`config.mk`:
```
export PLATFORM = sky130hd
export DESIGN_NAME = oaht_ctrl
export DESIGN_NICKNAME = d
export VERILOG_FILES = /design/src/oaht_pkg.sv /design/src/oaht_ctrl.sv
export SDC_FILE = /design/constraint.sdc
export NUM_CORES = 1
export LEC_CHECK = 0
export ABC_AREA = 1
export BUFFER_PORTS_ARGS = -buffer_cell sky130_fd_sc_hd__buf_2
export CAP_MARGIN = 20
export CORE_AREA = 2 2 206 208
export DETAILED_ROUTE_END_ITERATION = 8
export DIE_AREA = 0 0 208 210
export REMOVE_ABC_BUFFERS = 1
export SETUP_SLACK_MARGIN = 0.05
export SLEW_MARGIN = 5
export SYNTH_ARGS = -nofsm -noshare
export SYNTH_HDL_FRONTEND = slang
export SYNTH_SLANG_ARGS = --single-unit
export TNS_END_PERCENT = 1
```
`constraint.sdc`:
```
create_clock -name clk -period 9.2 [get_ports clk]
set_input_delay 0.46 -clock clk [delete_from_list [all_inputs] [get_ports clk]]
set_output_delay 0.46 -clock clk [all_outputs]
set_load 0.02 [all_outputs]
```
`src/oaht_pkg.sv`:
```
`timescale 1ns / 1ps

package oaht_pkg;

  // Table geometry
  localparam int SLOTS = 256;
  localparam int IDX_W = $clog2(SLOTS);
  localparam int CNT_W = 9;
  localparam int KEY_W = 64;
  localparam int VAL_W = 64;
  localparam int HASH_W = 32;

  localparam logic [CNT_W-1:0] FILL_LIMIT_RESET = CNT_W'(192);

  // Request opcodes
  typedef enum logic [1:0] {
    OP_GET    = 2'd0,
    OP_ADD    = 2'd1,
    OP_REMOVE = 2'd2
  } op_t;

  // Response status codes
  typedef enum logic [1:0] {
    RES_OK      = 2'd0,
    RES_MISSING = 2'd1,
    RES_FULL    = 2'd2
  } res_t;

  // Slot status codes; code 3 is never written and reads as empty
  typedef enum logic [1:0] {
    ST_EMPTY = 2'd0,
    ST_LIVE  = 2'd1,
    ST_TOMB  = 2'd2
  } slot_st_t;

  // Controller to slot memory
  typedef struct packed {
    logic             rd_en;
    logic [IDX_W-1:0] rd_addr;
    logic             st_we;
    slot_st_t         st_data;
    logic             key_we;
    logic             val_we;
    logic [IDX_W-1:0] wr_addr;
    logic [KEY_W-1:0] wr_key;
    logic [VAL_W-1:0] wr_value;
  } mem_req_t;

  // Slot memory read data, registered
  typedef struct packed {
    slot_st_t         status;
    logic [KEY_W-1:0] key;
    logic [VAL_W-1:0] value;
  } mem_rsp_t;

endpackage

```
`src/oaht_ctrl.sv`:
```
`timescale 1ns / 1ps

module oaht_ctrl (
  input  logic                         clk,
  input  logic                         rst,
  input  logic [oaht_pkg::CNT_W-1:0]   fill_limit,
  input  logic                         req_valid,
  output logic                         req_stall,
  input  logic [1:0]                   opcode,
  input  logic [oaht_pkg::KEY_W-1:0]   key,
  input  logic [oaht_pkg::HASH_W-1:0]  key_hash,
  input  logic [oaht_pkg::VAL_W-1:0]   value,
  output logic                         rsp_valid,
  input  logic                         rsp_stall,
  output logic [1:0]                   status,
  output logic                         new_key,
  output logic [oaht_pkg::VAL_W-1:0]   found_value,
  output logic [oaht_pkg::CNT_W-1:0]   filled_slots,
  output logic                         table_empty,
  output oaht_pkg::mem_req_t           mem_req,
  input  oaht_pkg::mem_rsp_t           mem_rsp
);
  import oaht_pkg::*;

  typedef enum logic [1:0] {
    S_IDLE,
    S_READ,
    S_CHECK,
    S_REPLY
  } state_t;

  state_t           state;
  logic [1:0]       op_q;
  logic [KEY_W-1:0] key_q;
  logic [VAL_W-1:0] value_q;
  logic [IDX_W-1:0] idx;
  logic [IDX_W-1:0] n;
  logic [IDX_W-1:0] tomb;
  logic             have_tomb;
  logic [CNT_W-1:0] fill_count;
  res_t             res_status;
  logic             res_fresh;
  logic [VAL_W-1:0] res_found;

  logic             is_live;
  logic             is_tomb;
  logic             is_empty;
  logic             key_hit;
  logic             last;
  logic             place;
  logic             bump;
  logic             finish;
  logic [CNT_W:0]   count_inc;
  logic             over_limit;
  logic             out_free;

  assign req_stall = (state != S_IDLE);
  assign out_free  = !rsp_valid || !rsp_stall;

  // Add is refused once the fill limit is reached
  assign count_inc  = {1'b0, fill_count} + (CNT_W + 1)'(1);
  assign over_limit = count_inc > {1'b0, fill_limit};

  // Probe decision on the slot just read
  always_comb begin
    is_live  = (mem_rsp.status == ST_LIVE);
    is_tomb  = (mem_rsp.status == ST_TOMB);
    is_empty = !is_live && !is_tomb;
    key_hit  = is_live && (mem_rsp.key == key_q);
    last     = (n == {IDX_W{1'b1}});
    place    = !key_hit && (op_q == OP_ADD) &&
               (is_empty || (last && (have_tomb || is_tomb)));
    bump     = place && is_empty && !have_tomb;
    finish   = key_hit || is_empty || last;
  end

  // Memory requests: read in S_READ, update in S_CHECK
  always_comb begin
    mem_req          = '0;
    mem_req.st_data  = ST_EMPTY;
    mem_req.rd_en    = (state == S_READ);
    mem_req.rd_addr  = idx;
    mem_req.wr_addr  = idx;
    mem_req.wr_key   = key_q;
    mem_req.wr_value = value_q;
    if (state == S_CHECK) begin
      if (key_hit) begin
        if (op_q == OP_ADD) begin
          mem_req.val_we = 1'b1;
        end else if (op_q == OP_REMOVE) begin
          mem_req.st_we   = 1'b1;
          mem_req.st_data = ST_TOMB;
        end
      end else if (place) begin
        mem_req.wr_addr = have_tomb ? tomb : idx;
        mem_req.st_we   = 1'b1;
        mem_req.st_data = ST_LIVE;
        mem_req.key_we  = 1'b1;
        mem_req.val_we  = 1'b1;
      end
    end
  end

  // Sequencer and result register
  always_ff @(posedge clk) begin
    if (rst) begin
      state      <= S_IDLE;
      fill_count <= '0;
      rsp_valid  <= 1'b0;
    end else begin
      // S_REPLY reloads the output register itself
      if (rsp_valid && !rsp_stall && state != S_REPLY) begin
        rsp_valid <= 1'b0;
      end
      case (state)
        S_IDLE: begin
          if (req_valid) begin
            op_q      <= opcode;
            key_q     <= key;
            value_q   <= value;
            idx       <= key_hash[IDX_W-1:0];
            n         <= '0;
            have_tomb <= 1'b0;
            res_fresh <= 1'b0;
            res_found <= '0;
            if (opcode == OP_ADD && over_limit) begin
              res_status <= RES_FULL;
              state      <= S_REPLY;
            end else if (opcode != OP_GET && opcode != OP_ADD &&
                         opcode != OP_REMOVE) begin
              res_status <= RES_MISSING;
              state      <= S_REPLY;
            end else begin
              state <= S_READ;
            end
          end
        end
        S_READ: begin
          state <= S_CHECK;
        end
        S_CHECK: begin
          if (finish) begin
            if (key_hit) begin
              res_status <= RES_OK;
              if (op_q == OP_GET) begin
                res_found <= mem_rsp.value;
              end
            end else if (place) begin
              res_status <= RES_OK;
              res_fresh  <= 1'b1;
            end else if (op_q == OP_ADD) begin
              res_status <= RES_FULL;
            end else begin
              res_status <= RES_MISSING;
            end
            if (bump && fill_count != {CNT_W{1'b1}}) begin
              fill_count <= fill_count + CNT_W'(1);
            end
            state <= S_REPLY;
          end else begin
            if (is_tomb && !have_tomb) begin
              have_tomb <= 1'b1;
              tomb      <= idx;
            end
            idx   <= idx + IDX_W'(1);
            n     <= n + IDX_W'(1);
            state <= S_READ;
          end
        end
        S_REPLY: begin
          if (out_free) begin
            rsp_valid    <= 1'b1;
            status       <= res_status;
            new_key      <= res_fresh;
            found_value  <= res_found;
            filled_slots <= fill_count;
            table_empty  <= (fill_count == '0);
            state        <= S_IDLE;
          end
        end
        default: begin
          state <= S_IDLE;
        end
      endcase
    end
  end

endmodule

```
=== Word-level counts from Yosys, hierarchy flattened ===
Index checks and enable logic that the tools add are counted.

* Add/subtract/negate cells: 4
* Order comparisons: 1
* Eq/ne operators: 24
* Muxes and demuxes: 46
* Bitwise gates (word level): 2
* Reductions and logical operators: 41

{| class="wikitable"
|+ Operators with widths
! kind !! count
|-
| $mux W64 || 4
|-
| $pmux W64 S2 || 1
|-
| $eq A64 B64 Y1 || 1
|-
| $mux W8 || 6
|-
| $pmux W8 S2 || 2
|-
| $mux W13 || 2
|-
| $mux W2 || 12
|-
| $ne A2 B2 Y1 const B || 9
|-
| $add A8 B1 Y8 const B || 2
|-
| $logic_and A1 B1 Y1 || 14
|-
| $mux W1 || 12
|-
| $reduce_and A6 Y1 || 2
|-
| $add A9 B1 Y10 const B || 1
|-
| $gt A10 B9 Y1 || 1
|-
| $reduce_and A5 Y1 || 2
|-
| $add A9 B1 Y9 const B || 1
|-
| $logic_not A9 Y1 || 1
|-
| $mux W3 || 3
|-
| $ne A9 B9 Y1 const B || 1
|-
| $reduce_and A3 Y1 || 3
|-
| $eq A2 B1 Y1 const B || 4
|-
| $eq A2 B2 Y1 const B || 4
|-
| $eq A8 B8 Y1 const B || 1
|-
| $pmux W2 S4 || 1
|-
| other kinds (11) || 28
|}

* Output and inout port bits: 229
* Register bits: 311
* Input bits: 305
* Word-level logic and storage cells: 136

=== Logic depth before layout (Yosys ltp) ===
* Word-level depth: 9
* Depth in mapped cells: 18
* Depth with buffers taken out: 18

=== Least setup slack after synthesis ===
OpenSTA, ideal clock, no wires.

* Kind: register to register
* Start point: register state[1]
* End point: register key_q[0], enable pin
* Clock period less this slack: 6.623 ns
* Cell stages (with the launch flop): 4
* Data required time: 8.579 ns
* Slack: 2.577 ns
* Buffers on the path: 0
* Setup time: 0.621 ns
* Arrival: 6.003 ns
* Cells stage by stage: dfxtp_1 > nor2_1 > nand2_1 > nor2_1

* Longest elaborated chain between the ends: 2

{| class="wikitable"
|+ RTL lines
! item !! RTL line !! RTL
|-
| start: declaration || oaht_ctrl.sv:32 || <nowiki>state_t state;</nowiki>
|-
| start signal: assignment || oaht_ctrl.sv:107 || <nowiki>state <= S_IDLE;</nowiki>
|-
| start signal: assignment || oaht_ctrl.sv:128 || <nowiki>state <= S_REPLY;</nowiki>
|-
| start signal: assignment || oaht_ctrl.sv:132 || <nowiki>state <= S_REPLY;</nowiki>
|-
| $logic_not A2 Y1 || oaht_ctrl.sv:115 || <nowiki>case (state)</nowiki>
|-
| $reduce_and A3 Y1 (no source line) || n/a ||
|-
| end signal: assignment || oaht_ctrl.sv:119 || <nowiki>key_q <= key;</nowiki>
|-
| end: declaration || oaht_ctrl.sv:34 || <nowiki>logic [KEY_W-1:0] key_q;</nowiki>
|}

No other way between the ends.
A chain may end at the register's enable or synchronous reset.

==> flow_summary_export.csv <==
group,metric,value,unit
worst_setup_path,worst-setup-path-type,"reg2out",
yosys,synth-compound-area-share,2.46,%
global_route,grt-ovfl-total,0,
detailed_routing,wl_per_cell,17.4,um
detailed_routing,drt_iter0_drc,697,
die,die_area,43700,sq um
timing,period_needed,3650,ps
yosys,synth_top_family_by_area,"simple AND/OR/NAND/NOR gates",
worst_setup_path,end_kind,"primary output",
die,die-height,210,um
detailed_routing,routed_wl,39500,um
die,core_area,41500,sq um
die,die_w,208,um
power,power_switching,830,uW
finish,nets,2031,
yosys,ys_seq_area_share,70.8,%
yosys,synthSimpleGateAreaFrac,17.1,%
worst_setup_path,worstPathRequired,8740,ps
global_route,grt_pass1_wl,57300,um
placement,gp_congestion,0.880,
clock_network,cts_hold_buf,0,
worst_hold_path,holdPathEnd,"value_q[51]",
clock_network,path_clk_slew,60,ps
clock_network,postCtsResizedCells,0,
worst_setup_path,path_max_fanout,5,
yosys,synth_xor_area_share,0.808,%
power,power_density,194,nW/um^2
power,p_clk_share,40.9,%
worst_setup_path,startpoint_type,"flip-flop",
power,p_int,2.54,mW
clock_network,tritoncts,"done",
timing,max_freq,274,MHz
yosys,yosysTopAreaCell,"edfxtp_1",
worst_setup_path,worstRegToRegCells,10,
global_route,grt_pass1_vias,9717,
timing,hold_violations,0,
global_route,track_usage,17.6,%
clock_network,clk_latency,550,ps
finish,areaGrowthSynthToFinish,33.6,%
power,p_leak,8.21,nW
clock_network,htreeDepth,2,
detailed_routing,wl_met3,3120,um
clock_network,cts_max_path_buffers,3,
detailed_routing,top_layer_used,"met5",
timing,setup_viol,0,
clock_network,clock_sinks,311,
worst_hold_path,min_path_cells,1,
die,rows,75,
yosys,ys_warn_count,0,
timing,worstMarginPinSlew,1030,ps
power,switching_share,24.6,%
yosys,yosys.cell_types.count,36,
worst_setup_path,arrival,3190,ps
detailed_routing,wl_met2,19700,um
detailed_routing,drt-met1-wl,15700,um
yosys,yosysMostFrequentCell,"edfxtp_1",
power,p_comb_share,9.6,%
worst_setup_path,reg2reg_from,"key_q[52]",
clock_network,root_buffer,"clkbuf_16",
run_status,status,"finished, final reports clean",
detailed_routing,first_pass_iters,5,
detailed_routing,post-route-drc-count,0,
yosys,synth.cell_area,13000,sq um
yosys,async_flop_share,0,%
placement,numPortBuffers,509,
clock_network,cts_setup_buffers,0,
power,ir_drop,154,uV
yosys,synth.top_cell.area_share,69.0,%
finish,postLayoutCoreUtil,41.9,%
global_route,antenna_found_initial,13,
detailed_routing,vias,9868,
finish,fin_area,17400,sq um
yosys,synth_area_leaders,"edfxtp_1 (69%), nand2_1 (8.0%), inv_1 (6.5%)",
yosys,synth_commonest_cells,"edfxtp_1 (299), nand2_1 (279), inv_1 (227)",
finish,fill_cells,4048,
placement,hpwlAfterDp,31500,um
placement,place_area,16200,sq um
yosys,syn_area_per_cell,11.1,sq um
worst_hold_path,min-delay-path-class,"in2reg",
finish,drive_gt1_share,35.9,%
yosys,synth_enable_flop_cells,299,
die,io_pins,534,
yosys,yosys.area_share.adder,1.54,%
clock_network,numCtsBuffers,35,
detailed_routing,vias_per_cell,4.33,
yosys,syn-instance-count,1171,
timing,setup_tns,0,ps
yosys,synthMuxAreaShare,0,%
die,initial_utilization,31.4,%
worst_hold_path,min_from,"value[51]",
worst_setup_path,regToRegSetupSlack,6000,ps
timing,slew_headroom,31.0,%
worst_setup_path,reg2reg_to,"res_found[47]",
timing,rsz0062_at_grt,"false",
global_route,grt_start_max_net_pins,84,
timing,finalClockSkew,22.1,ps
detailed_routing,ant_nets,0,
power,seqPwrFrac,49.5,%
yosys,synth_seq_cells,311,
timing,fin_crit_sh,39.6,%
timing,slew_violations,0,
run,maxCapViolations,0,
yosys,synth_ff_type,"edfxtp_1",
power,power,3.37,mW
[kinds of logic after synthesis]
logic type | count (synthesis)
simple gates | 531
fa+ha+maj | 16
buf+inv | 248
compound gates | 53
flops | 311
xor+xnor | 12
[cells in the final DEF, fill, tap and decap left out, types with 3 or more instances in the layout]
cell	count
nand3_1	20
xnor2_1	7
dfxtp_1	12
a21oi_1	14
o21ai_0	19
diode_2	3
ha_1	16
nor2_4	6
nor2_2	16
nand4_1	16
nor2_1	165
clkinv_1	5
nand2_1	279
nor3_1	7
inv_2	8
nand2_2	8
nand3_2	3
edfxtp_1	299
o21ai_2	8
xor2_1	5
clkinv_2	7
buf_2	509
buf_4	7
bufinv_16	3
clkbuf_16	35
inv_1	226
o21bai_1	3
clkbuf_1	4
[routing by layer]
metal / up-vias / track usage (%)
li1: 4846 / -
met1: 4544 / 21.1
met2: 393 / 30.5
met3: 77 / 5.14
met4: 8 / 5.40
met5: - / 0
[how the worst max path moves through the flow]
stage / startpoint / end / slack, ps
floorplan: state[1] / key_q[0] / 2580
global placement: mem_rsp[116] / mem_req[140] / 5840
detailed placement: mem_rsp[116] / res_found[47] / 5800
CTS: key_q[52] / mem_req[140] / 5330
global route: key_q[52] / mem_req[140] / 5310
finish: key_q[52] / mem_req[140] / 5550
[state kept, by name, summed over array words and instances, names as in the netlist, 8 cells and up]
| name | cells |
|---|---|
| idx | 8 |
| found_value | 64 |
| value_q | 64 |
| n | 8 |
| fill_count | 9 |
| tomb | 8 |
| filled_slots | 9 |
| res_found | 64 |
| key_q | 64 |
[power by group through the flow]
stage | sequential (mW) | clock (mW) | combinational, mW
finish | 1.67 | 1.38 | 0.324
global route | 1.67 | 1.46 | 0.357
CTS | 1.67 | 1.42 | 0.327
detailed placement | 1.70 | 0 | 0.326
global placement | 1.69 | 0 | 0.322
floorplan | 1.74 | 0 | 0.129
[worst max-delay path, stage by stage (launching register included)]
cell,delay (ps)
edfxtp_1,420
xnor2_1,510
o21ai_0,260
nor2_1,200
nand2_1,70
nor2_1,120
nand3_2,170
nand2_1,170
nor2_4,50
nand2_1,110
o21ai_0,280
buf_2,270
[metrics by stage]
step | setup WS, ps | hold WS [ps] | cells
after floorplan | 2580 | 400 | 1157
after global placement | 5840 | 400 | 2211
after detailed placement | 5800 | 405 | 2211
after CTS | 5330 | 48.6 | 2273
after global routing | 5310 | 60.1 | 2277
final | 5550 | 84.6 | 2277
[area by class of cell]
cell class / instances / area [sq um] / share of cell area (%)
multi-input combinational: 612 / 2870 / 16.5
tap: 539 / 674 / 3.88
sequential: 311 / 9220 / 53.0
clock buffer: 39 / 891 / 5.13
clock inverter: 23 / 240 / 1.38
inverter: 234 / 878 / 5.05
antenna: 3 / 7.51 / 0.0432
timing repair buffer: 516 / 2600 / 15.0
Note: power is estimated with default switching activity, not from simulation.
